--- src/design/bgpd_pkg.sv ---
// ----------------------------------------------------------------------------
// bgpd_pkg
// Shared widths, discharge curve, register indexes and control types for the
// battery gauge and power detect block.
// ----------------------------------------------------------------------------
`default_nettype none

package bgpd_pkg;

   localparam int HISTORY_DEPTH_DEF = 4;

   localparam int MV_W        = 13;
   localparam int PCT_W       = 8;
   localparam int MIN_W       = 23;
   localparam int TICK_W      = 32;
   localparam int TPM_W       = 16;
   localparam int CNT8_W      = 8;
   localparam int CSR_DATA_W  = 16;
   localparam int CSR_INDEX_W = 3;

   // discharge curve, highest voltage first
   localparam int CURVE_POINTS = 13;
   localparam int CURVE_IDX_W  = $clog2(CURVE_POINTS);
   localparam int PC_W         = 7;

   localparam logic [MV_W-1:0] CURVE_MV [CURVE_POINTS] = '{
      13'd4200, 13'd4060, 13'd3950, 13'd3870, 13'd3800, 13'd3740, 13'd3690,
      13'd3640, 13'd3580, 13'd3480, 13'd3380, 13'd3200, 13'd2900
   };
   localparam logic [PC_W-1:0] CURVE_PC [CURVE_POINTS] = '{
      7'd100, 7'd90, 7'd80, 7'd70, 7'd60, 7'd50, 7'd40,
      7'd30, 7'd20, 7'd10, 7'd5, 7'd2, 7'd0
   };

   // segment quotient never exceeds the segment's percent span
   localparam int PCT_QW = 7;
   localparam int NUM_W  = MV_W + PCT_QW;

   localparam logic [MV_W-1:0]   STEP_THRESHOLD_RST   = 13'd250;
   localparam logic [MV_W-1:0]   EXTERNAL_CERTAIN_RST = 13'd4300;
   localparam logic [MV_W-1:0]   CELL_MAX_RST         = 13'd4200;
   localparam logic [CNT8_W-1:0] TICKS_PER_PUSH_RST   = 8'd10;
   localparam logic [CNT8_W-1:0] SETTLE_TICKS_RST     = 8'd50;
   localparam logic [TPM_W-1:0]  TICKS_PER_MINUTE_RST = 16'd600;
   localparam logic signed [PCT_W-1:0] PCT_UNKNOWN    = -8'sd1;

   typedef enum logic [CSR_INDEX_W-1:0] {
      CSR_STEP_THRESHOLD   = 3'd0,
      CSR_EXTERNAL_CERTAIN = 3'd1,
      CSR_CELL_MAX         = 3'd2,
      CSR_TICKS_PER_PUSH   = 3'd3,
      CSR_SETTLE_TICKS     = 3'd4,
      CSR_TICKS_PER_MINUTE = 3'd5
   } csr_index_type;

   typedef struct packed {
      logic [MV_W-1:0] sample_mv;
   } req_type;

   typedef struct packed {
      logic                    on_external;
      logic signed [PCT_W-1:0] charge_percent;
      logic [MIN_W-1:0]        minutes_external;
   } rsp_type;

   typedef enum logic [2:0] {
      ST_IDLE,
      ST_READ,
      ST_DECIDE,
      ST_SEARCH,
      ST_DIVIDE,
      ST_WAIT,
      ST_RESULT
   } state_type;

   typedef struct packed {
      logic load;
      logic read;
      logic decide;
      logic search;
      logic divide;
      logic emit;
   } cmd_type;

   typedef struct packed {
      logic search_needed;
      logic seg_found;
      logic div_done;
      logic min_busy;
      logic rsp_free;
   } status_type;

endpackage

`default_nettype wire

--- src/design/bgpd_ctrl.sv ---
// ----------------------------------------------------------------------------
// bgpd_ctrl
// Sequencer: accepts a request, steps the datapath through history read,
// mode decision, curve search and divide when a search is needed, waits for the
// minutes divider and hands the result to the output register.
// ----------------------------------------------------------------------------
`default_nettype none

module bgpd_ctrl import bgpd_pkg::*; (
   input  logic       clock,
   input  logic       reset,
   input  logic       req_valid,
   output logic       req_ready,
   input  status_type status,
   output cmd_type    cmd
);

   state_type state_ff;
   state_type state_in;

   always_ff @(posedge clock) begin
      if (reset) begin
         state_ff <= ST_IDLE;
      end else begin
         state_ff <= state_in;
      end
   end

   always_comb begin
      state_in  = state_ff;
      cmd       = '0;
      req_ready = (state_ff == ST_IDLE);
      case (state_ff)
         ST_IDLE: begin
            if (req_valid) begin
               cmd.load = 1'b1;
               state_in = ST_READ;
            end
         end
         ST_READ: begin
            cmd.read = 1'b1;
            state_in = ST_DECIDE;
         end
         ST_DECIDE: begin
            cmd.decide = 1'b1;
            state_in   = status.search_needed ? ST_SEARCH : ST_WAIT;
         end
         ST_SEARCH: begin
            cmd.search = 1'b1;
            if (status.seg_found) begin
               state_in = ST_DIVIDE;
            end
         end
         ST_DIVIDE: begin
            cmd.divide = 1'b1;
            if (status.div_done) begin
               state_in = ST_WAIT;
            end
         end
         ST_WAIT: begin
            if (!status.min_busy) begin
               state_in = ST_RESULT;
            end
         end
         ST_RESULT: begin
            if (status.rsp_free) begin
               cmd.emit = 1'b1;
               state_in = ST_IDLE;
            end
         end
         default: begin
            state_in = ST_IDLE;
         end
      endcase
   end

endmodule

`default_nettype wire

--- config.mk ---
export PLATFORM = sky130hd
export DESIGN_NAME = bgpd_ctrl
export DESIGN_NICKNAME = d
export VERILOG_FILES = /design/src/design/bgpd_pkg.sv /design/src/design/bgpd_ctrl.sv
export SDC_FILE = /design/constraint.sdc
export NUM_CORES = 1
export LEC_CHECK = 0
export BUFFER_PORTS_ARGS = -buffer_cell sky130_fd_sc_hd__buf_2
export CORE_AREA = 5 5 42 44
export CTS_CLUSTER_SIZE = 16
export DETAILED_ROUTE_END_ITERATION = 10
export DIE_AREA = 0 0 47 49
export PLACE_DENSITY = 0.44
export SLEW_MARGIN = 30
export SYNTH_ARGS = -nofsm -noshare
export SYNTH_HDL_FRONTEND = slang
export SYNTH_SLANG_ARGS = --single-unit
--- constraint.sdc ---
create_clock -name clock -period 2.25 [get_ports clock]
set_clock_uncertainty 0.2 [all_clocks]
set_input_delay 0.1125 -clock clock [delete_from_list [all_inputs] [get_ports clock]]
set_output_delay 0.1125 -clock clock [all_outputs]
set_load 0.01 [all_outputs]
Word-level counts from Yosys, hierarchy flattened. Index checks and enable logic that the tools add are counted.

Input bits: 8. Flip-flop bits (word level): 3.

Muxes and demuxes: 15. Eq/ne operators: 11. Reductions and logical operators: 2.

Operators by type and width (number): $pmux W3 S7 (1); $mux W3 (6); $ne A2 B2 Y1 const B (5); $eq A3 B3 Y1 const B (3); $mux W1 (8); $eq A3 B2 Y1 const B (2); $reduce_and A5 Y1 (1); $eq A3 B1 Y1 const B (1); $logic_not A3 Y1 (1).

Longest topological paths before layout.
Depth after elaboration: 3. Gate-level depth with buffers: 4. Depth with buffers taken out: 3.

Worst setup path before layout. Ideal clock, no wire load.

Kind: register -> output. Start: register state_ff[2]. End: output port cmd[5] in the netlist's numbering. Data required time: 1938 ps. Buffers on the path: 1. Stages on the path, launching flop included: 4. Data arrival time: 985 ps. Setup slack: 953 ps. Cell sequence: dfxtp_1 > buf_6 > nor3_1 > and2_1.

RTL lines: start: declaration (RTL line bgpd_ctrl.sv:18) `state_type state_ff;`; start signal: assignment (RTL line bgpd_ctrl.sv:25) `state_ff <= state_in;`; end: declaration (RTL line bgpd_ctrl.sv:15) `output cmd_type cmd`.

Worst setup path in the final report.
Start: register state_ff[2]. End: register state_ff[2].

Longest elaborated chain between the ends: 3. Elaborated cells between the ends (all ways): 14. Classes of those cells: eq/ne: 11; mux: 1; reduce/logical: 2.

RTL lines: $eq A3 B2 Y1, or another cell as far along (RTL line bgpd_ctrl.sv:33) `case (state_ff)`; $ne A2 B2 Y1 (no line); $reduce_and A5 Y1 (no line).

Parallel ways exist; a longest one is shown, timed or not. A chain may end at the register's enable or synchronous reset.

==> report_table.html <==
<table>
<tr><th>Metric</th><th>Value</th></tr>
<tr><th colspan="2">Run status</th></tr>
<tr><td>Result of the run</td><td>finished clean</td></tr>
<tr><th colspan="2">Routing</th></tr>
<tr><td>Pre-Repair DR Iteration Count</td><td>4</td></tr>
<tr><td>Remaining design rule violation count</td><td>0</td></tr>
<tr><td>Total via count in the routed design</td><td>292</td></tr>
<tr><td>Total wirelength of the detailed-routed design</td><td>653 um</td></tr>
<tr><td>Starting DRC count in detailed routing</td><td>4</td></tr>
<tr><td>Mean number of vias per cell</td><td>4.42</td></tr>
<tr><td>Remaining antenna violation count after routing</td><td>0</td></tr>
<tr><td>Post-detailed-route wirelength per cell</td><td>9.89 um</td></tr>
<tr><th colspan="2">STA</th></tr>
<tr><td>Ratio of final minimum period to clock period</td><td>87.8%</td></tr>
<tr><td>Fin. Hold Viols</td><td>0</td></tr>
<tr><td>Setup TNS</td><td>0 ns</td></tr>
<tr><td>Pins Over Slew Limit</td><td>0</td></tr>
<tr><td>Slew at the pin closest to its max-slew limit</td><td>0.451 ns</td></tr>
<tr><td>Relative slew slack</td><td>69.9%</td></tr>
<tr><td>Maximum clock frequency</td><td>506 MHz</td></tr>
<tr><td>Count of final setup violators</td><td>0</td></tr>
<tr><td>Min Tclk post-route</td><td>1.97 ns</td></tr>
<tr><td>Setup WS post-layout</td><td>0.275 ns</td></tr>
<tr><td>RSZ-0062 raised after global routing</td><td>no</td></tr>
<tr><th colspan="2">Clock tree</th></tr>
<tr><td>Clock insertion delay at the later pin of the skew report</td><td>0.23 ns</td></tr>
<tr><td>Clk buf depth</td><td>2</td></tr>
<tr><td>Number of setup buffers added after CTS</td><td>0</td></tr>
<tr><td>CTS H-Tree Depth</td><td>1</td></tr>
<tr><td>Cell at the root of the clock tree</td><td>sky130_fd_sc_hd__clkbuf_4</td></tr>
<tr><td>Reg clk slew, reported paths</td><td>0.04 ns</td></tr>
<tr><td>CTS Buf Count</td><td>3</td></tr>
<tr><td>Sink Count</td><td>3</td></tr>
<tr><td>Hold buffer count at cts</td><td>3</td></tr>
<tr><td>Clock tree from TritonCTS</td><td>done</td></tr>
<tr><td>Post-CTS Resized</td><td>0</td></tr>
<tr><th colspan="2">Yosys</th></tr>
<tr><td>Count of mapped cells out of synthesis</td><td>31</td></tr>
<tr><td>Average instance area after synthesis</td><td>8.72 sq um</td></tr>
<tr><td>Dominant cell by count in the synthesized netlist</td><td>sky130_fd_sc_hd__nor2_1</td></tr>
<tr><td>Proportion of synthesized chip area in sequential cells</td><td>22.2%</td></tr>
<tr><td>Commonest register cell after synthesis</td><td>sky130_fd_sc_hd__dfxtp_1</td></tr>
<tr><td>Yosys warning total</td><td>0</td></tr>
<tr><td>Netlist area before placement</td><td>270 sq um</td></tr>
<tr><td>Leading area contributor after synthesis</td><td>sky130_fd_sc_hd__dfxtp_1</td></tr>
<tr><td>Fraction of registers with async set/reset</td><td>0%</td></tr>
<tr><td>Area share of the largest cell type after synthesis</td><td>22.2%</td></tr>
<tr><td>Number of synthesized flops with an enable pin</td><td>0</td></tr>
<tr><td>Biggest area contributors in the synthesized netlist</td><td>sky130_fd_sc_hd__dfxtp_1, sky130_fd_sc_hd__a2111oi_4, sky130_fd_sc_hd__buf_6</td></tr>
<tr><td>Flip-flop and latch count after synthesis</td><td>3</td></tr>
<tr><td>Post-synth cell types</td><td>17</td></tr>
<tr><td>Syn nets</td><td>39</td></tr>
<tr><td>Most common library cells after synthesis</td><td>sky130_fd_sc_hd__nor2_1, sky130_fd_sc_hd__dfxtp_1</td></tr>
<tr><th colspan="2">Critical path</th></tr>
<tr><td>Critical-path top delay cell</td><td>sky130_fd_sc_hd__dfxtp_1</td></tr>
<tr><td>CP Class</td><td>flop to flop</td></tr>
<tr><td>Largest fanout on the critical path</td><td>14</td></tr>
<tr><td>Crit end category</td><td>flop</td></tr>
<tr><td>Ordered cell list for the critical path</td><td>and3b_1 &gt; a22oi_1 &gt; a21oi_1 &gt; dlygate4sd3_1</td></tr>
<tr><td>Worst Path Buf+Inv</td><td>1</td></tr>
<tr><td>Delay of the slowest critical-path stage</td><td>0.59 ns</td></tr>
<tr><td>Crit path max-delay family</td><td>flip-flops</td></tr>
<tr><td>Arrival time at the worst endpoint</td><td>1.89 ns</td></tr>
<tr><td>CP required</td><td>2.16 ns</td></tr>
<tr><td>Element type at the critical path start</td><td>flop</td></tr>
<tr><th colspan="2">Power</th></tr>
<tr><td>Power Dens Cells</td><td>688 mW/mm^2</td></tr>
<tr><td>Static power due to leakage</td><td>0.196 nW</td></tr>
<tr><td>Peak supply drop</td><td>0.283 mV</td></tr>
<tr><th colspan="2">Final layout</th></tr>
<tr><td>Proportion of layout cells with a drive suffix above 1</td><td>38.0%</td></tr>
<tr><td>Flip-flop count of the largest register after layout</td><td>3</td></tr>
<tr><td>Post-synthesis to final-layout area growth</td><td>45.8%</td></tr>
<tr><td>Fillers</td><td>164</td></tr>
<tr><td>Regs by FF count</td><td>state_ff x3</td></tr>
<tr><td>Nets@finish</td><td>59</td></tr>
<tr><td>ANT cells</td><td>0</td></tr>
<tr><td>Number of non-filler instances in the completed layout</td><td>66</td></tr>
<tr><td>Largest register by flop count</td><td>state_ff</td></tr>
<tr><th colspan="2">Die</th></tr>
<tr><td>Die span in y</td><td>49 um</td></tr>
<tr><td>Starting utilization of the core area</td><td>19.3%</td></tr>
<tr><td>Number of placement rows</td><td>14</td></tr>
<tr><td>IO Pins</td><td>15</td></tr>
<tr><td>Die width</td><td>47 um</td></tr>
<tr><td>Area enclosed by the die boundary</td><td>0.00230 sq mm</td></tr>
<tr><td>Placeable Area</td><td>0.00140 sq mm</td></tr>
<tr><th colspan="2">Placed design</th></tr>
<tr><td>Placed wire-length estimate after detailed placement</td><td>519 um</td></tr>
<tr><td>Number of port buffers</td><td>14</td></tr>
<tr><td>DP Cell Count</td><td>59</td></tr>
<tr><td>Worst setup slack after placement</td><td>0.817 ns</td></tr>
<tr><td>Placer's final routability congestion estimate</td><td>0.781</td></tr>
<tr><th colspan="2">GRT</th></tr>
<tr><td>Number of antenna violations at the first check in global routing</td><td>0</td></tr>
<tr><td>Via count of the first global-routing pass</td><td>278</td></tr>
<tr><td>Grt total ovfl</td><td>0</td></tr>
<tr><td>Tot GR Track Use</td><td>6.97%</td></tr>
<tr><td>Wire length of the first global-routing pass</td><td>1170 um</td></tr>
<tr><td>Largest net degree at the start of global routing</td><td>15</td></tr>
<tr><th colspan="2">Worst hold path</th></tr>
<tr><td>Worst Hold Class</td><td>input port to flop</td></tr>
<tr><th colspan="2">Flow run</th></tr>
<tr><td>Max-cap violation count</td><td>0</td></tr>
</table>
-- through the flow --
| step | cell area (sq um) | total power, W | util, % | hold slack (ns) |
|---|---|---|---|---|
| after floorplan | 270 | 0.000148 | - | -0.0184 |
| after global placement | 338 | 0.000175 | 24.1 | 0.164 |
| after detailed placement | 338 | 0.000174 | 24.1 | 0.162 |
| after CTS | 394 | 0.000280 | 28.1 | 0.0221 |
| after global routing | 394 | 0.000300 | 28.1 | 0.0510 |
| final | 394 | 0.000271 | 28.1 | 0.0274 |
-- metal layers --
layer / share of wire (%) / vias up / GRT usage [%]
li1: - / 151 / -
met1: 43 / 128 / 8.77
met2: 45 / 13 / 9.73
met3: 12 / 0 / 2.58
met4: 0 / 0 / 4.15
met5: 0 / - / 0
-- kinds of logic after synthesis --
group / share of synthesized area, %
buffers and inverters: 8.33
AOI/OAI and AO/OA: 30.6
and+or+nand+nor: 38.9
DFF: 22.2
-- layout by cell type (no fill, tap or decap), drive strengths merged --
cell type    instances
nor2                 5
nand2b               3
a2111oi              1
and2                 2
and3b                2
nor3b                1
nor3                 2
clkbuf               4
o41ai                1
dlygate4sd3          3
nor2b                2
a22oi                1
a21oi                2
o31a                 1
a21o                 2
dfxtp                3
buf                 14
o21ai                1
-- report_power, final --
group	leakage, nW	switching [W]	total (W)	internal, W
clock	0.0150	0.0000282	0.0000947	0.0000665
sequential	0.0247	0.0000213	0.0000828	0.0000615
combinational	0.157	0.0000414	0.0000938	0.0000524
-- final timing paths --
path	startpoint	end	slack [ns]	cells past startpoint
worst max-delay path	state_ff[2]$_SDFFE_PP0P_	state_ff[2]$_SDFFE_PP0P_	0.28	4
worst min register to register	state_ff[1]$_SDFFE_PP0P_	state_ff[1]$_SDFFE_PP0P_	0.50	3
worst max register to register	state_ff[2]$_SDFFE_PP0P_	state_ff[2]$_SDFFE_PP0P_	0.28	4
worst min-delay path	status[0]	state_ff[1]$_SDFFE_PP0P_	0.03	3
-- worst reg2reg max path, stage by stage, from the launching register on --
cell and delay (ns):
sky130_fd_sc_hd__dfxtp_1 0.59, sky130_fd_sc_hd__and3b_1 0.24, sky130_fd_sc_hd__a22oi_1 0.19, sky130_fd_sc_hd__a21oi_1 0.08, sky130_fd_sc_hd__dlygate4sd3_1 0.55
-- cell type report --
type,instances,area [sq um],share of cell area (%)
Clock buffer,4,26.3,6.67
Tap cell,16,20.0,5.08
Timing Repair Buffer,17,100,25.4
Multi-Input combinational cell,26,188,47.6
Sequential cell,3,60.1,15.2
(Power assumes the default switching activity.)
