## src/design/bgpd_pkg.sv

```systemverilog
// ----------------------------------------------------------------------------
// bgpd_pkg
// Shared widths, discharge curve, register indexes and control types for the
// battery gauge and power detect block.
// ----------------------------------------------------------------------------
`default_nettype none

package bgpd_pkg;

   localparam int HISTORY_DEPTH_DEF = 4;

   localparam int MV_W        = 13;
   localparam int PCT_W       = 8;
   localparam int MIN_W       = 23;
   localparam int TICK_W      = 32;
   localparam int TPM_W       = 16;
   localparam int CNT8_W      = 8;
   localparam int CSR_DATA_W  = 16;
   localparam int CSR_INDEX_W = 3;

   // discharge curve, highest voltage first
   localparam int CURVE_POINTS = 13;
   localparam int CURVE_IDX_W  = $clog2(CURVE_POINTS);
   localparam int PC_W         = 7;

   localparam logic [MV_W-1:0] CURVE_MV [CURVE_POINTS] = '{
      13'd4200, 13'd4060, 13'd3950, 13'd3870, 13'd3800, 13'd3740, 13'd3690,
      13'd3640, 13'd3580, 13'd3480, 13'd3380, 13'd3200, 13'd2900
   };
   localparam logic [PC_W-1:0] CURVE_PC [CURVE_POINTS] = '{
      7'd100, 7'd90, 7'd80, 7'd70, 7'd60, 7'd50, 7'd40,
      7'd30, 7'd20, 7'd10, 7'd5, 7'd2, 7'd0
   };

   // segment quotient never exceeds the segment's percent span
   localparam int PCT_QW = 7;
   localparam int NUM_W  = MV_W + PCT_QW;

   localparam logic [MV_W-1:0]   STEP_THRESHOLD_RST   = 13'd250;
   localparam logic [MV_W-1:0]   EXTERNAL_CERTAIN_RST = 13'd4300;
   localparam logic [MV_W-1:0]   CELL_MAX_RST         = 13'd4200;
   localparam logic [CNT8_W-1:0] TICKS_PER_PUSH_RST   = 8'd10;
   localparam logic [CNT8_W-1:0] SETTLE_TICKS_RST     = 8'd50;
   localparam logic [TPM_W-1:0]  TICKS_PER_MINUTE_RST = 16'd600;
   localparam logic signed [PCT_W-1:0] PCT_UNKNOWN    = -8'sd1;

   typedef enum logic [CSR_INDEX_W-1:0] {
      CSR_STEP_THRESHOLD   = 3'd0,
      CSR_EXTERNAL_CERTAIN = 3'd1,
      CSR_CELL_MAX         = 3'd2,
      CSR_TICKS_PER_PUSH   = 3'd3,
      CSR_SETTLE_TICKS     = 3'd4,
      CSR_TICKS_PER_MINUTE = 3'd5
   } csr_index_type;

   typedef struct packed {
      logic [MV_W-1:0] sample_mv;
   } req_type;

   typedef struct packed {
      logic                    on_external;
      logic signed [PCT_W-1:0] charge_percent;
      logic [MIN_W-1:0]        minutes_external;
   } rsp_type;

   typedef enum logic [2:0] {
      ST_IDLE,
      ST_READ,
      ST_DECIDE,
      ST_SEARCH,
      ST_DIVIDE,
      ST_WAIT,
      ST_RESULT
   } state_type;

   typedef struct packed {
      logic load;
      logic read;
      logic decide;
      logic search;
      logic divide;
      logic emit;
   } cmd_type;

   typedef struct packed {
      logic search_needed;
      logic seg_found;
      logic div_done;
      logic min_busy;
      logic rsp_free;
   } status_type;

endpackage

`default_nettype wire

```

## src/design/bgpd_ram.sv

```systemverilog
// ----------------------------------------------------------------------------
// bgpd_ram
// Generic single write port, single read port RAM with registered read.
// ----------------------------------------------------------------------------
`default_nettype none

module bgpd_ram #(
   parameter int WIDTH  = 13,
   parameter int DEPTH  = 4,
   parameter int ADDR_W = (DEPTH > 1) ? $clog2(DEPTH) : 1
) (
   input  logic              clock,
   input  logic              wr_en,
   input  logic [ADDR_W-1:0] wr_addr,
   input  logic [WIDTH-1:0]  wr_data,
   input  logic              rd_en,
   input  logic [ADDR_W-1:0] rd_addr,
   output logic [WIDTH-1:0]  rd_data
);

   logic [WIDTH-1:0] mem_ff [DEPTH];
   logic [WIDTH-1:0] rd_data_ff;

   always_ff @(posedge clock) begin
      if (wr_en) begin
         mem_ff[wr_addr] <= wr_data;
      end
      if (rd_en) begin
         rd_data_ff <= mem_ff[rd_addr];
      end
   end

   assign rd_data = rd_data_ff;

endmodule

`default_nettype wire

```

## src/design/bgpd_dp.sv

```systemverilog
// ----------------------------------------------------------------------------
// bgpd_dp
// Datapath: config registers, history ring, mode and settle logic, curve
// segment search with a bit-serial divider, minutes divider, result register.
// ----------------------------------------------------------------------------
`default_nettype none

module bgpd_dp import bgpd_pkg::*; #(
   parameter int HISTORY_DEPTH = HISTORY_DEPTH_DEF
) (
   input  logic                   clock,
   input  logic                   reset,
   input  cmd_type                cmd,
   output status_type             status,
   input  logic [MV_W-1:0]        req_sample_mv,
   input  logic                   csr_wr_en,
   input  logic [CSR_INDEX_W-1:0] csr_index,
   input  logic [CSR_DATA_W-1:0]  csr_wdata,
   output logic                   rsp_valid,
   input  logic                   rsp_ready,
   output rsp_type                rsp_payload
);

   localparam int PTR_W  = (HISTORY_DEPTH > 1) ? $clog2(HISTORY_DEPTH) : 1;
   localparam int FILL_W = $clog2(HISTORY_DEPTH + 1);
   localparam int DCNT_W = $clog2(PCT_QW);
   localparam int MCNT_W = $clog2(TICK_W);
   localparam logic [PTR_W-1:0]  PTR_LAST  = PTR_W'(HISTORY_DEPTH - 1);
   localparam logic [FILL_W-1:0] FILL_FULL = FILL_W'(HISTORY_DEPTH);
   localparam logic [DCNT_W-1:0] DCNT_LAST = DCNT_W'(PCT_QW - 1);
   localparam logic [MCNT_W-1:0] MCNT_LAST = MCNT_W'(TICK_W - 1);

   // config
   logic [MV_W-1:0]   thr_ff, thr_in;
   logic [MV_W-1:0]   ext_cert_ff, ext_cert_in;
   logic [MV_W-1:0]   cell_max_ff, cell_max_in;
   logic [CNT8_W-1:0] tpp_ff, tpp_in;
   logic [CNT8_W-1:0] settle_ticks_ff, settle_ticks_in;
   logic [TPM_W-1:0]  tpm_ff, tpm_in;

   // gauge state
   logic                    primed_ff, primed_in;
   logic                    ext_mode_ff, ext_mode_in;
   logic signed [PCT_W-1:0] last_pct_ff, last_pct_in;
   logic [TICK_W-1:0]       ext_ticks_ff, ext_ticks_in;
   logic [CNT8_W-1:0]       settle_ff, settle_in;
   logic [PTR_W-1:0]        ptr_ff, ptr_in;
   logic [CNT8_W-1:0]       push_ff, push_in;
   logic [FILL_W-1:0]       fill_ff, fill_in;
   logic [MV_W-1:0]         prime_val_ff, prime_val_in;
   logic [MV_W-1:0]         mv_ff, mv_in;

   // curve unit
   logic [MV_W-1:0]        cv_ff, cv_in;
   logic [CURVE_IDX_W-1:0] idx_ff, idx_in;
   logic [MV_W-1:0]        rem_ff, rem_in;
   logic [PCT_QW-1:0]      qlow_ff, qlow_in;
   logic [MV_W-1:0]        den_ff, den_in;
   logic [PC_W-1:0]        base_ff, base_in;
   logic                   zspan_ff, zspan_in;
   logic [DCNT_W-1:0]      dcnt_ff, dcnt_in;

   // minutes divider
   logic [TICK_W-1:0] mdvd_ff, mdvd_in;
   logic [TPM_W-1:0]  mrem_ff, mrem_in;
   logic [TPM_W-1:0]  mdiv_ff, mdiv_in;
   logic [MCNT_W-1:0] mcnt_ff, mcnt_in;
   logic              mbusy_ff, mbusy_in;

   // result register
   logic    rsp_valid_ff, rsp_valid_in;
   rsp_type rsp_ff, rsp_in;

   // combinational
   logic [MV_W-1:0]        ram_rdata;
   logic                   ram_we;
   logic                   ram_hit;
   logic [MV_W-1:0]        oldest;
   logic                   mode_cur, rose, fell, plug, unplug, mode_new;
   logic [CNT8_W-1:0]      settle_mid;
   logic                   need_curve;
   logic [MV_W-1:0]        target;
   logic                   end_hi, end_lo;
   logic [TICK_W-1:0]      ticks_new;
   logic [CNT8_W-1:0]      push_next;
   logic                   push_now;
   logic [CURVE_IDX_W-1:0] idx_prev;
   logic [MV_W-1:0]        seg_mv, span_mv, seg_off;
   logic [PC_W-1:0]        span_pc;
   logic                   found;
   logic [NUM_W-1:0]       num;
   logic [MV_W:0]          dshift, ddiff;
   logic                   qbit;
   logic [PCT_QW-1:0]      quot;
   logic [TPM_W:0]         mshift, mdiff;
   logic                   mq;
   logic [MIN_W-1:0]       minutes_sat;

   bgpd_ram #(
      .WIDTH  (MV_W),
      .DEPTH  (HISTORY_DEPTH),
      .ADDR_W (PTR_W)
   ) u_ring (
      .clock   (clock),
      .wr_en   (ram_we),
      .wr_addr (ptr_ff),
      .wr_data (mv_ff),
      .rd_en   (cmd.read),
      .rd_addr (ptr_ff),
      .rd_data (ram_rdata)
   );

   // mode decision
   always_comb begin
      ram_hit  = FILL_W'(ptr_ff) < fill_ff;
      oldest   = !primed_ff ? mv_ff : (ram_hit ? ram_rdata : prime_val_ff);
      mode_cur = !primed_ff ? (mv_ff > ext_cert_ff) : ext_mode_ff;
      rose     = (mv_ff > oldest) && ((mv_ff - oldest) > thr_ff);
      fell     = (oldest > mv_ff) && ((oldest - mv_ff) > thr_ff);
      plug     = !mode_cur && ((mv_ff > ext_cert_ff) || rose);
      unplug   = mode_cur && fell && (mv_ff <= cell_max_ff);
      mode_new = plug ? 1'b1 : (unplug ? 1'b0 : mode_cur);
      settle_mid = unplug ? settle_ticks_ff : settle_ff;
      need_curve = 1'b0;
      target     = mv_ff;
      if (plug) begin
         need_curve = (oldest <= cell_max_ff);
         target     = oldest;
      end else if (!mode_new && (settle_mid == '0)) begin
         need_curve = 1'b1;
      end
      end_hi = target >= CURVE_MV[0];
      end_lo = target <= CURVE_MV[CURVE_POINTS-1];
      if (!mode_new) begin
         ticks_new = '0;
      end else if (plug) begin
         ticks_new = TICK_W'(1);
      end else if (ext_ticks_ff == '1) begin
         ticks_new = ext_ticks_ff;
      end else begin
         ticks_new = ext_ticks_ff + TICK_W'(1);
      end
      push_next = push_ff + CNT8_W'(1);
      push_now  = push_next >= tpp_ff;
      ram_we    = cmd.decide && push_now;
   end

   // curve segment and divider steps (percent and minutes)
   always_comb begin
      idx_prev = idx_ff - CURVE_IDX_W'(1);
      seg_mv   = CURVE_MV[idx_ff];
      found    = cv_ff >= seg_mv;
      span_mv  = CURVE_MV[idx_prev] - seg_mv;
      span_pc  = CURVE_PC[idx_prev] - CURVE_PC[idx_ff];
      seg_off  = cv_ff - seg_mv;
      num      = NUM_W'(seg_off) * NUM_W'(span_pc) + NUM_W'(span_mv >> 1);
      dshift   = {rem_ff, qlow_ff[PCT_QW-1]};
      ddiff    = dshift - {1'b0, den_ff};
      qbit     = dshift >= {1'b0, den_ff};
      quot     = {qlow_ff[PCT_QW-2:0], qbit};
      mshift   = {mrem_ff, mdvd_ff[TICK_W-1]};
      mdiff    = mshift - {1'b0, mdiv_ff};
      mq       = mshift >= {1'b0, mdiv_ff};
      minutes_sat = (|mdvd_ff[TICK_W-1:MIN_W]) ? '1 : mdvd_ff[MIN_W-1:0];
   end

   always_comb begin
      status.search_needed = need_curve && !end_hi && !end_lo;
      status.seg_found     = found;
      status.div_done      = (dcnt_ff == DCNT_LAST);
      status.min_busy      = mbusy_ff;
      status.rsp_free      = !rsp_valid_ff || rsp_ready;
   end

   always_comb begin
      thr_in          = thr_ff;
      ext_cert_in     = ext_cert_ff;
      cell_max_in     = cell_max_ff;
      tpp_in          = tpp_ff;
      settle_ticks_in = settle_ticks_ff;
      tpm_in          = tpm_ff;
      primed_in       = primed_ff;
      ext_mode_in     = ext_mode_ff;
      last_pct_in     = last_pct_ff;
      ext_ticks_in    = ext_ticks_ff;
      settle_in       = settle_ff;
      ptr_in          = ptr_ff;
      push_in         = push_ff;
      fill_in         = fill_ff;
      prime_val_in    = prime_val_ff;
      mv_in           = mv_ff;
      cv_in           = cv_ff;
      idx_in          = idx_ff;
      rem_in          = rem_ff;
      qlow_in         = qlow_ff;
      den_in          = den_ff;
      base_in         = base_ff;
      zspan_in        = zspan_ff;
      dcnt_in         = dcnt_ff;
      mdvd_in         = mdvd_ff;
      mrem_in         = mrem_ff;
      mdiv_in         = mdiv_ff;
      mcnt_in         = mcnt_ff;
      mbusy_in        = mbusy_ff;
      rsp_valid_in    = rsp_valid_ff;
      rsp_in          = rsp_ff;

      if (csr_wr_en) begin
         case (csr_index_type'(csr_index))
            CSR_STEP_THRESHOLD:   thr_in          = csr_wdata[MV_W-1:0];
            CSR_EXTERNAL_CERTAIN: ext_cert_in     = csr_wdata[MV_W-1:0];
            CSR_CELL_MAX:         cell_max_in     = csr_wdata[MV_W-1:0];
            CSR_TICKS_PER_PUSH:   tpp_in          = csr_wdata[CNT8_W-1:0];
            CSR_SETTLE_TICKS:     settle_ticks_in = csr_wdata[CNT8_W-1:0];
            CSR_TICKS_PER_MINUTE: tpm_in          = csr_wdata[TPM_W-1:0];
            default: ;
         endcase
      end

      if (cmd.load) begin
         mv_in = req_sample_mv;
      end

      if (cmd.decide) begin
         primed_in = 1'b1;
         if (!primed_ff) begin
            prime_val_in = mv_ff;
         end
         ext_mode_in  = mode_new;
         ext_ticks_in = ticks_new;
         if (!mode_new && (settle_mid != '0)) begin
            settle_in = settle_mid - CNT8_W'(1);
         end else begin
            settle_in = settle_mid;
         end
         if (need_curve) begin
            if (end_hi) begin
               last_pct_in = signed'(PCT_W'(CURVE_PC[0]));
            end else if (end_lo) begin
               last_pct_in = signed'(PCT_W'(CURVE_PC[CURVE_POINTS-1]));
            end
         end
         cv_in  = target;
         idx_in = CURVE_IDX_W'(1);
         if (push_now) begin
            push_in = '0;
            ptr_in  = (ptr_ff == PTR_LAST) ? '0 : ptr_ff + PTR_W'(1);
            fill_in = (fill_ff == FILL_FULL) ? fill_ff : fill_ff + FILL_W'(1);
         end else begin
            push_in = push_next;
         end
         mdvd_in  = ticks_new;
         mrem_in  = '0;
         mdiv_in  = (tpm_ff == '0) ? TPM_W'(1) : tpm_ff;
         mcnt_in  = '0;
         mbusy_in = 1'b1;
      end else if (mbusy_ff) begin
         mrem_in = mq ? mdiff[TPM_W-1:0] : mshift[TPM_W-1:0];
         mdvd_in = {mdvd_ff[TICK_W-2:0], mq};
         mcnt_in = mcnt_ff + MCNT_W'(1);
         if (mcnt_ff == MCNT_LAST) begin
            mbusy_in = 1'b0;
         end
      end

      if (cmd.search) begin
         if (found) begin
            rem_in   = num[NUM_W-1:PCT_QW];
            qlow_in  = num[PCT_QW-1:0];
            den_in   = span_mv;
            base_in  = CURVE_PC[idx_ff];
            zspan_in = (span_mv == '0);
            dcnt_in  = '0;
         end else begin
            idx_in = idx_ff + CURVE_IDX_W'(1);
         end
      end

      if (cmd.divide) begin
         rem_in  = qbit ? ddiff[MV_W-1:0] : dshift[MV_W-1:0];
         qlow_in = quot;
         dcnt_in = dcnt_ff + DCNT_W'(1);
         if (dcnt_ff == DCNT_LAST) begin
            if (zspan_ff) begin
               last_pct_in = signed'(PCT_W'(base_ff));
            end else begin
               last_pct_in = signed'(PCT_W'(base_ff) + PCT_W'(quot));
            end
         end
      end

      if (cmd.emit) begin
         rsp_valid_in            = 1'b1;
         rsp_in.on_external      = ext_mode_ff;
         rsp_in.charge_percent   = last_pct_ff;
         rsp_in.minutes_external = minutes_sat;
      end else if (rsp_valid_ff && rsp_ready) begin
         rsp_valid_in = 1'b0;
      end
   end

   always_ff @(posedge clock) begin
      if (reset) begin
         thr_ff          <= STEP_THRESHOLD_RST;
         ext_cert_ff     <= EXTERNAL_CERTAIN_RST;
         cell_max_ff     <= CELL_MAX_RST;
         tpp_ff          <= TICKS_PER_PUSH_RST;
         settle_ticks_ff <= SETTLE_TICKS_RST;
         tpm_ff          <= TICKS_PER_MINUTE_RST;
         primed_ff       <= 1'b0;
         ext_mode_ff     <= 1'b0;
         last_pct_ff     <= PCT_UNKNOWN;
         ext_ticks_ff    <= '0;
         settle_ff       <= '0;
         ptr_ff          <= '0;
         push_ff         <= '0;
         fill_ff         <= '0;
         mbusy_ff        <= 1'b0;
         rsp_valid_ff    <= 1'b0;
      end else begin
         thr_ff          <= thr_in;
         ext_cert_ff     <= ext_cert_in;
         cell_max_ff     <= cell_max_in;
         tpp_ff          <= tpp_in;
         settle_ticks_ff <= settle_ticks_in;
         tpm_ff          <= tpm_in;
         primed_ff       <= primed_in;
         ext_mode_ff     <= ext_mode_in;
         last_pct_ff     <= last_pct_in;
         ext_ticks_ff    <= ext_ticks_in;
         settle_ff       <= settle_in;
         ptr_ff          <= ptr_in;
         push_ff         <= push_in;
         fill_ff         <= fill_in;
         mbusy_ff        <= mbusy_in;
         rsp_valid_ff    <= rsp_valid_in;
      end
   end

   always_ff @(posedge clock) begin
      prime_val_ff <= prime_val_in;
      mv_ff        <= mv_in;
      cv_ff        <= cv_in;
      idx_ff       <= idx_in;
      rem_ff       <= rem_in;
      qlow_ff      <= qlow_in;
      den_ff       <= den_in;
      base_ff      <= base_in;
      zspan_ff     <= zspan_in;
      dcnt_ff      <= dcnt_in;
      mdvd_ff      <= mdvd_in;
      mrem_ff      <= mrem_in;
      mdiv_ff      <= mdiv_in;
      mcnt_ff      <= mcnt_in;
      rsp_ff       <= rsp_in;
   end

   assign rsp_valid   = rsp_valid_ff;
   assign rsp_payload = rsp_ff;

   a_min_start: assert property (@(posedge clock) disable iff (reset)
      cmd.decide |=> mbusy_ff)
      else $error("minutes divider not started after decision");

   a_pct_range: assert property (@(posedge clock) disable iff (reset)
      (last_pct_ff >= PCT_UNKNOWN) && (last_pct_ff <= 8'sd100))
      else $error("charge percent out of range");

   a_batt_ticks: assert property (@(posedge clock) disable iff (reset)
      !ext_mode_ff |-> (ext_ticks_ff == '0))
      else $error("external tick count nonzero on battery");

   a_fill_bound: assert property (@(posedge clock) disable iff (reset)
      fill_ff <= FILL_FULL)
      else $error("history fill count beyond ring depth");

endmodule

`default_nettype wire

```

## config.mk

```make
export PLATFORM = sky130hd
export DESIGN_NAME = bgpd_dp
export DESIGN_NICKNAME = d
export VERILOG_FILES = /design/src/design/bgpd_pkg.sv /design/src/design/bgpd_ram.sv /design/src/design/bgpd_dp.sv
export SDC_FILE = /design/constraint.sdc
export NUM_CORES = 1
export LEC_CHECK = 0
export ABC_AREA = 0
export BUFFER_PORTS_ARGS = -buffer_cell sky130_fd_sc_hd__buf_2
export CORE_ASPECT_RATIO = 0.75
export CORE_MARGIN = 1
export CORE_UTILIZATION = 65
export CTS_BUF_LIST = sky130_fd_sc_hd__clkbuf_4 sky130_fd_sc_hd__clkbuf_8
export DETAILED_ROUTE_END_ITERATION = 6
export GPL_ROUTABILITY_DRIVEN = 0
export PLACE_DENSITY = 0.89
export SLEW_MARGIN = 40
export SYNTH_ARGS = -nofsm -noshare
export SYNTH_HDL_FRONTEND = slang
export SYNTH_SLANG_ARGS = --single-unit
export TNS_END_PERCENT = 100
```

## constraint.sdc

```tcl
create_clock -name clock -period 24.1 [get_ports clock]
set_input_delay 3.615 -clock clock [delete_from_list [all_inputs] [get_ports clock]]
set_output_delay 3.615 -clock clock [all_outputs]
set_load 0.05 [all_outputs]
```

======== Word level (Yosys, flattened, before mapping) ========
Memory sizes are Yosys's and may differ from the RTL's. A register that Yosys moved wholly into a read port is not among the register bits.
Index checks and enable logic that the tools add are counted.
word-level totals
  flip-flop bits (word level) ............. 324
  logic and storage cells ................. 179
  output and inout bits ................... 38
  memory bits (read-only) ................. 640
  memories ................................ 5
  bits in writable memories ............... 52
  bits of input ports ..................... 42
memories
  name             depth  bits a word  read ports  clocked after Yosys merged registers in  write ports  RTL line        RTL
  (no name shown)  16     13           1           0                                        0            bgpd_dp.sv:153  span_mv = CURVE_MV[idx_prev] - seg_mv;
  (no name shown)  16     13           1           0                                        0            bgpd_dp.sv:151  seg_mv = CURVE_MV[idx_ff];
  (no name shown)  16     7            1           0                                        0            bgpd_dp.sv:271  base_in = CURVE_PC[idx_ff];
  (no name shown)  16     7            1           0                                        0            bgpd_dp.sv:154  span_pc = CURVE_PC[idx_prev] - CURVE_PC[idx_ff];
  u_ring.mem_ff    4      13           1           1                                        1            bgpd_ram.sv:21  logic [WIDTH-1:0] mem_ff [DEPTH];
cells by class
  $add $sub $neg .......................... 18
  order comparisons ....................... 16
  eq/ne operators ......................... 10
  multipliers ............................. 1
  reductions and logical operators ........ 39
  bitwise logic cells ..................... 4
  mux-type cells .......................... 53
operators with widths
  kind                     number
  $mux W32                 5
  $mux W13                 11
  $mux W8                  10
  $gt A13 B13 Y1           5
  $sub A13 B13 Y13         5
  $mux W7                  7
  $add A32 B1 Y32 const B  1
  $eq A32 B32 Y1 const B   1
  $le A13 B13 Y1           2
  $add A20 B12 Y20         1
  $mul A13 B7 Y20          1
  $reduce_and A2 Y1        10
  $ge A17 B16 Y1           1
  $logic_not A16 Y1        1
  $mux W16                 1
  $sub A16 B16 Y16         1
  $ge A14 B13 Y1           1
  $ge A13 B13 Y1           1
  $ge A13 B13 Y1 const B   1
  $le A13 B12 Y1 const B   1
  $logic_not A13 Y1        1
  $eq A3 B3 Y1 const B     4
  $mux W1                  12
  $mux W4                  3
  29 further kinds         54

======== Longest topological paths before layout ========
Gate-level depths: netlist of run 1.
  depth in word-level cells ............... 18
  mapped depth ............................ 38
  depth with buffers taken out ............ 36

======== Hierarchy ========
From an unflattened synthesis of run 1, not the netlist that was laid out.
second synthesis, totals
  cells, all modules ...................... 2764
  area, all modules ....................... 25847.3 um^2
by module, submodules not included
  module    cells each  instances  seq. area each (um^2)  area each (um^2)
  bgpd_dp   2680        1          8087.8                 23543.8
  bgpd_ram  84          1          1951.9                 2303.5

======== Least setup slack after synthesis of run 1 ========
No wires, ideal clock.
  kind .................................... reg2out
  from .................................... reg primed_ff
  to ...................................... out status[4] in the netlist's numbering
  stages on the path, launching flop included .. 36
  data arrival time ....................... 6721 ps
  path buffers ............................ 5
  path slack .............................. 13764 ps
  data required time ...................... 20485 ps
  cell sequence ........................... dfxtp_1 > clkbuf_2 > clkbuf_1 > buf_2 > buf_1 > nor2_1 > a31oi_1 > inv_1 > ha_1 > fa_1 > nor2b_1 > o21ai_0 > a21oi_1 > o21ai_0 > a21oi_1 > o21ai_0 > nand2b_1 > a21oi_1 > nor2_1 > nor2_1 > xnor2_1 > ha_1 > o21ai_0 > a21oi_1 > o311a_1 > o21ai_0 > or3_1 > nor2b_1 > buf_2 > mux2i_1 > ha_1 > nand2b_1 > nor4_1 > a22o_4 > nor2_1 > nor2_1
RTL lines
  element                   RTL line        RTL
  start: declaration        bgpd_dp.sv:42   logic primed_ff, primed_in;
  start signal: assignment  bgpd_dp.sv:327  primed_ff <= primed_in;
  end: declaration          bgpd_dp.sv:14   output status_type status,

==> results of run 1 <==
[final cells by class]
type | count | area, µm² | share of cell area [%]
inverters | 250 | 938 | 3.37
repair buffers | 101 | 573 | 2.06
clock inverters | 15 | 136 | 0.490
flip-flops and latches | 388 | 10000 | 36.1
multi-input cells | 1987 | 14300 | 51.5
clock buffers | 96 | 1150 | 4.12
well taps | 512 | 641 | 2.30
[cell usage after synthesis, types with 7 or more instances]
cell and count:
sky130_fd_sc_hd__mux2_2 10, sky130_fd_sc_hd__nor4_1 22, sky130_fd_sc_hd__a21oi_1 211, sky130_fd_sc_hd__or3_1 7, sky130_fd_sc_hd__xnor2_1 80, sky130_fd_sc_hd__nand3_1 71, sky130_fd_sc_hd__edfxtp_1 227, sky130_fd_sc_hd__inv_1 247
sky130_fd_sc_hd__nand3b_1 14, sky130_fd_sc_hd__mux4_2 13, sky130_fd_sc_hd__a31oi_1 17, sky130_fd_sc_hd__buf_2 14, sky130_fd_sc_hd__a21o_1 51, sky130_fd_sc_hd__a211o_1 16, sky130_fd_sc_hd__dfxtp_1 161, sky130_fd_sc_hd__and3_1 32
sky130_fd_sc_hd__o21a_1 9, sky130_fd_sc_hd__nand4_1 49, sky130_fd_sc_hd__and2_1 16, sky130_fd_sc_hd__o31ai_1 12, sky130_fd_sc_hd__nand2b_1 29, sky130_fd_sc_hd__nand2_1 314, sky130_fd_sc_hd__nor3b_1 12, sky130_fd_sc_hd__a311o_1 9
sky130_fd_sc_hd__or2_2 9, sky130_fd_sc_hd__mux2i_1 29, sky130_fd_sc_hd__o21bai_1 13, sky130_fd_sc_hd__clkbuf_1 105, sky130_fd_sc_hd__and4_1 8, sky130_fd_sc_hd__a211oi_1 22, sky130_fd_sc_hd__o2bb2ai_1 7, sky130_fd_sc_hd__nor2b_1 34
sky130_fd_sc_hd__o41ai_1 7, sky130_fd_sc_hd__o22ai_1 9, sky130_fd_sc_hd__ha_1 221, sky130_fd_sc_hd__nor2_1 215, sky130_fd_sc_hd__fa_1 73, sky130_fd_sc_hd__nor3_1 45, sky130_fd_sc_hd__xor2_1 53, sky130_fd_sc_hd__o21ai_0 141
sky130_fd_sc_hd__o211ai_1 13
[cells by family (layout without fill, tap and decap cells)]
logic type                 count (synthesis)  in the layout  synth area share, %
DFF                                      388            388                 38.9
AOI/OAI and AO/OA                        606            606                 15.1
muxes                                     52             52                 2.70
and+or+nand+nor                          900            900                 16.6
buffers and inverters                    381            462                 5.72
xor gates and xnor gates                 133            133                 4.52
adders and majority gates                296            296                 16.5
[metrics by stage]
stage               instance area [µm²]  setup slack [ps]  util [%]
global route                      27800             11270      71.8
global placement                  26500             13160      68.4
detailed placement                26500             12700      68.5
finish                            27800             11720      71.8
floorplan                         25800             13760         -
CTS                               27800             11870      71.8
[layer usage]
metal	vias up	track usage, %	routed length [µm]
met5	-	0	0
met4	0	9.79	1760
met3	193	6.09	6550
met2	1145	49.8	28900
met1	10011	43.7	26600
li1	9786	-	-
[sequential cells by signal (all words and copies together), names as in the netlist, 5 cells and up]
| name | count |
|---|---|
| mrem_ff | 16 |
| mcnt_ff | 5 |
| base_ff | 7 |
| mv_ff | 13 |
| ext_cert_ff | 13 |
| u_ring.rd_data | 13 |
| push_ff | 8 |
| ext_ticks_ff | 32 |
| prime_val_ff | 13 |
| thr_ff | 13 |
| cv_ff | 13 |
| den_ff | 12 |
| mdvd_ff | 32 |
| tpm_ff | 16 |
| settle_ticks_ff | 8 |
| last_pct_ff | 8 |
| cell_max_ff | 13 |
| tpp_ff | 8 |
| mdiv_ff | 16 |
| settle_ff | 8 |
| rsp_payload | 32 |
| qlow_ff | 7 |
| rem_ff | 13 |
| u_ring.mem_ff | 52 |
[final timing paths]
check,startpoint,end,slack (ps),depth (start not counted)
max,ptr_ff[1],status[4],11720,35
min,last_pct_ff[1],rsp_payload[24],430,0
max reg2reg,idx_ff[0],rem_ff[8],14920,30
min reg2reg,last_pct_ff[1],rsp_payload[24],430,0
==> metrics.log, run 1 <==
INFO  metric post-route-drc-count = 28
INFO  metric filler_cell_count = 2703
INFO  metric fin_crit = 12380 ps
INFO  metric areaGrowthSynthToFinish = 7.82%
INFO  metric critical_path_required = 20480 ps
INFO  metric io_port_bufs = 79
INFO  metric clock_latency = 660 ps
INFO  metric count_of_routing_violations_after_the_opening_detailed_route_iteration = 2722
INFO  metric ys.flop_type = sky130_fd_sc_hd__edfxtp_1
INFO  metric synth_edf_count = 227
INFO  metric hold_violations = 0
INFO  metric slew_viol_final = 0
INFO  metric clock_transition_at_the_register_clock_pins_on_the_worst_setup_and_hold_paths_after_cts = 60 ps
INFO  metric crit_family = compound AO/OA/AOI/OAI gates
INFO  metric arrival = 8760 ps
INFO  metric die_width = 232 µm
INFO  metric synth.net_count = 3092
INFO  metric mostFrequentLayoutCells = sky130_fd_sc_hd__nand2_1 (313), sky130_fd_sc_hd__inv_1 (247), sky130_fd_sc_hd__edfxtp_1 (227), sky130_fd_sc_hd__ha_1 (221), sky130_fd_sc_hd__nor2_1 (212)
INFO  metric worstPathBufferInverterCount = 3
INFO  metric synth_warnings = 0
INFO  metric flip_flop_and_latch_count_after_synthesis = 388
INFO  metric antenna_violating_nets_post_route = 0
INFO  metric seq_area_frac_synth = 38.9%
INFO  metric synth_area_per_cell = 9.36 µm²
INFO  metric post-synth-top-area-fraction = 26.4%
INFO  metric pin_count = 80
INFO  metric grt_first_pass_wirelength = 103 mm
INFO  metric fin_hold_ws = 433 ps
INFO  metric synth_async_sr_flop_share = 0%
INFO  metric critical_path.max_fanout = 22
INFO  metric finalNonFillerCells = 3349
INFO  metric skew = 35.6 ps
INFO  metric cap_violations = 0
INFO  metric hold_path.class = flop to flop
INFO  metric clock_path_buffers = 3
INFO  metric vias_per_cell = 6.31
INFO  metric numPlacedInstances = 3238
INFO  metric synth_largest_area_cell = sky130_fd_sc_hd__edfxtp_1
INFO  metric slowest_library_cell_on_the_worst_path = sky130_fd_sc_hd__dfxtp_1
INFO  metric clock_tree.root_cell = sky130_fd_sc_hd__clkbuf_8
INFO  metric cts.repair.resized = 0
INFO  metric cts_tree = done
INFO  metric critPathKind = flop to primary output
INFO  metric drt-pass1-iter-count = 7
INFO  metric post_drt_wl_per_cell = 19.1 µm
INFO  metric detailroute.via_count = 21135
INFO  metric outcome = complete, but fails checks
INFO  metric synth_cell_type_count = 99
INFO  metric routed_wirelength = 63.8 mm
INFO  metric max_freq = 80.8 MHz
INFO  metric first_global_vias = 20320
INFO  metric timing.final.setup_violations = 0
INFO  metric final_layout_size_suffix_gt1_share = 10.1%
INFO  metric cts_post_setup_buffers_inserted = 0
INFO  metric min_period_over_period = 51.4%
INFO  metric crit_path_max_incr_delay = 820 ps
INFO  metric grt_setup_unrepaired = no
INFO  metric post_synth_main_area_contributors = sky130_fd_sc_hd__edfxtp_1 (26%), sky130_fd_sc_hd__dfxtp_1 (12%), sky130_fd_sc_hd__ha_1 (11%)
INFO  metric crit_path_frequent_cell = sky130_fd_sc_hd__o21ai_0
INFO  metric mappedNetlistArea = 25800 µm²
INFO  metric track_usage = 31.5%
INFO  metric tritoncts.num_buffers = 59
INFO  metric setup.worst_path.start_class = flop
INFO  metric antenna_violations_before_repair = 0
INFO  metric violations_in_the_final_reports = design-rule violations
INFO  metric die_height = 175 µm
INFO  metric syn_inst = 2756
INFO  metric num_rows = 62
INFO  metric gr-total-overflow = 0
INFO  metric floorplan.die_area = 40500 µm²
INFO  metric initial_cell_density_of_the_core = 66.6%
INFO  metric core = 38700 µm²
INFO  metric post_cts_hold_buffer_count = 0
INFO  metric antenna-diode-count = 0
INFO  metric hpwl_after_detailed_placement = 46.6 mm
INFO  metric finalNetCount = 3123
INFO  metric worst-slew-pin-transition = 799 ps
INFO  metric total_negative_slack = 0 ps
INFO  metric cts_sinks = 388
INFO  metric number_of_h_tree_levels = 2
INFO  metric pin_count_of_the_biggest_net_entering_global_routing = 97
INFO  metric layout_commonest_cell = sky130_fd_sc_hd__nand2_1
INFO  metric maxSlewHeadroom = 46.7%
INFO  metric element_type_at_the_critical_path_end = primary output
Power of run 1 is left out: the tool's default activity adds up to more than one toggle a clock period on the data nets, which glitch-free logic cannot reach.
==> inputs of run 2 (changes only) <==
--- a/config.mk
+++ b/config.mk
@@ -9,11 +9,11 @@
 export BUFFER_PORTS_ARGS = -buffer_cell sky130_fd_sc_hd__buf_2
 export CORE_ASPECT_RATIO = 0.75
 export CORE_MARGIN = 1
-export CORE_UTILIZATION = 65
+export CORE_UTILIZATION = 59
 export CTS_BUF_LIST = sky130_fd_sc_hd__clkbuf_4 sky130_fd_sc_hd__clkbuf_8
 export DETAILED_ROUTE_END_ITERATION = 6
 export GPL_ROUTABILITY_DRIVEN = 0
-export PLACE_DENSITY = 0.89
+export PLACE_DENSITY = 0.85
 export SLEW_MARGIN = 40
 export SYNTH_ARGS = -nofsm -noshare
 export SYNTH_HDL_FRONTEND = slang
==> constraint.sdc (replaced) <==
create_clock -name clock -period 10 [get_ports clock]
set_input_delay 1.5 -clock clock [delete_from_list [all_inputs] [get_ports clock]]
set_output_delay 1.5 -clock clock [all_outputs]
set_load 0.05 [all_outputs]
==> run 2 against run 1 <==
  * The flow still finishes with violations (design-rule violations)
  * Global-route usage decreased by 3.2 points
  * Via count decreased by 0.27%
  * Flip-flop and latch count unchanged
  * Clock skew decreased by 3.7 ps
  * Critical path type unchanged
  * Critical endpoint unchanged
  * Highest routed layer is now met5
==> metrics.log, run 2 (synthesis results as in run 1) <==
INFO  metric timing.final.setup_violations = 0
INFO  metric antenna_violations_before_repair = 1
INFO  metric finalNetCount = 3131
INFO  metric die_width = 243 µm
INFO  metric critical_path_required = 8500 ps
INFO  metric tritoncts.num_buffers = 58
INFO  metric drt-pass1-iter-count = 7
INFO  metric outcome = complete, but fails checks
INFO  metric critical_path.max_fanout = 22
INFO  metric total_negative_slack = 0 ps
INFO  metric grt_first_pass_wirelength = 103 mm
INFO  metric critPathKind = flop to primary output
INFO  metric min_period_over_period = 95.1%
INFO  metric initial_cell_density_of_the_core = 60.5%
INFO  metric io_port_bufs = 79
INFO  metric crit_path_frequent_cell = sky130_fd_sc_hd__o21ai_0
INFO  metric hpwl_after_detailed_placement = 46.8 mm
INFO  metric clock_path_buffers = 3
INFO  metric timing.reg2reg.setup_slack = 1140 ps
INFO  metric floorplan.die_area = 44600 µm²
INFO  metric timing.hold.worst_path_depth = 0
INFO  metric hold_violations = 0
INFO  metric largest-register = u_ring.mem_ff
INFO  metric largest_register_ff_count = 52
INFO  metric timing.reg2reg.worst_path_depth = 29
INFO  metric critical_path.reg2reg.endpoint = rem_ff[9]
INFO  metric count_of_routing_violations_after_the_opening_detailed_route_iteration = 2471
INFO  metric routed_wirelength = 63.8 mm
INFO  metric num_rows = 65
INFO  metric post-route-drc-count = 32
INFO  metric gr-total-overflow = 0
INFO  metric antenna_violating_nets_post_route = 0
INFO  metric grt_setup_unrepaired = no
INFO  metric crit_path_max_incr_delay = 420 ps
INFO  metric detailroute.via_count = 21077
INFO  metric number_of_h_tree_levels = 2
INFO  metric track_usage = 28.3%
INFO  metric skew = 31.9 ps
INFO  metric fin_crit = 9510 ps
INFO  metric post_cts_hold_buffer_count = 0
INFO  metric pin_count_of_the_biggest_net_entering_global_routing = 98
INFO  metric vias_per_cell = 6.17
INFO  metric maxSlewHeadroom = 39.6%
INFO  metric cap_violations = 0
INFO  metric regToRegStartpoint = idx_ff[0]
INFO  metric hold_end = rsp_payload[29]
INFO  metric filler_cell_count = 3296
INFO  metric hold_path.class = flop to flop
INFO  metric layout_commonest_cell = sky130_fd_sc_hd__nand2_1
INFO  metric areaGrowthSynthToFinish = 8.29%
INFO  metric pin_count = 80
INFO  metric final_layout_size_suffix_gt1_share = 10.4%
INFO  metric clock_transition_at_the_register_clock_pins_on_the_worst_setup_and_hold_paths_after_cts = 60 ps
INFO  metric worstHoldStart = last_pct_ff[6]
INFO  metric setup.worst_path.start_class = flop
INFO  metric cts_tree = done
INFO  metric arrival = 8010 ps
INFO  metric die_height = 183 µm
INFO  metric slew_viol_final = 0
INFO  metric mostFrequentLayoutCells = sky130_fd_sc_hd__nand2_1 (314), sky130_fd_sc_hd__inv_1 (247), sky130_fd_sc_hd__edfxtp_1 (227), sky130_fd_sc_hd__ha_1 (221), sky130_fd_sc_hd__nor2_1 (213)
INFO  metric core = 42600 µm²
INFO  metric post_drt_wl_per_cell = 18.7 µm
INFO  metric clock_latency = 650 ps
INFO  metric max_freq = 105 MHz
INFO  metric worst-slew-pin-transition = 902 ps
INFO  metric violations_in_the_final_reports = design-rule violations
INFO  metric cts_sinks = 388
INFO  metric slowest_library_cell_on_the_worst_path = sky130_fd_sc_hd__fa_1
INFO  metric clock_tree.root_cell = sky130_fd_sc_hd__clkbuf_8
INFO  metric first_global_vias = 20443
INFO  metric element_type_at_the_critical_path_end = primary output
==> run 2: final cells by class <==
cell class | count | area [µm²] | area share [%]
clock inverter | 18 | 178 | 0.636
antenna | 1 | 2.50 | 0.00896
timing repair buffer | 110 | 641 | 2.29
clock buffer | 92 | 1080 | 3.88
tap | 569 | 712 | 2.55
sequential | 388 | 10000 | 35.9
multi-input combinational | 1987 | 14300 | 51.3
inverter | 250 | 938 | 3.36
==> run 2: how the worst max path moves through the flow <==
stage,slack (ps),cells past startpoint,endpoint,startpoint
2_1_floorplan,1780,35,status[4],primed_ff
3_3_place_gp,1550,36,status[4],fill_ff[1]
3_5_place_dp,1180,36,status[4],fill_ff[1]
4_1_cts,470,36,status[4],fill_ff[1]
5_1_grt,80,36,status[4],fill_ff[1]
6_report,490,36,status[4],fill_ff[1]
==> run 2: worst max-delay path, delay by kind of cell (launching register included) <==
| kind | cells | cell delay [ps] |
|---|---|---|
| AO/OA/AOI/OAI | 13 | 2120 |
| adder cells (fa/ha/maj) | 5 | 1540 |
| flip-flops | 1 | 370 |
| multiplexers | 1 | 340 |
| AND/OR/NAND/NOR | 12 | 2000 |
| buffers and inverters | 4 | 790 |
| XOR/XNOR | 1 | 170 |
==> run 2: timing repair <==
action | CTS | global route
setup endpoints to repair | 0 | 1
resized for setup | 0 | 3
setup buffers | 0 | 4
==> run 2: metrics by stage <==
stage	instance area [µm²]	setup WS [ps]	util, %	std cells	hold WS [ps]
detailed placement	26600	1180	62.4	3300	424
finish	27900	493	65.5	3415	439
CTS	27900	472	65.4	3410	439
floorplan	25800	1780	-	2756	408
global placement	26600	1550	62.4	3300	417
global route	27900	78.9	65.5	3414	449
==> run 2: layer usage <==
layer	vias to the layer above	routed length [µm]	global-route usage (%)
met2	1142	28400	44.6
met5	-	71	1.20
met3	195	6510	5.18
met4	2	2030	10.1
met1	9948	26700	39.1
li1	9790	-	-
Power of run 2 is left out for the same reason.
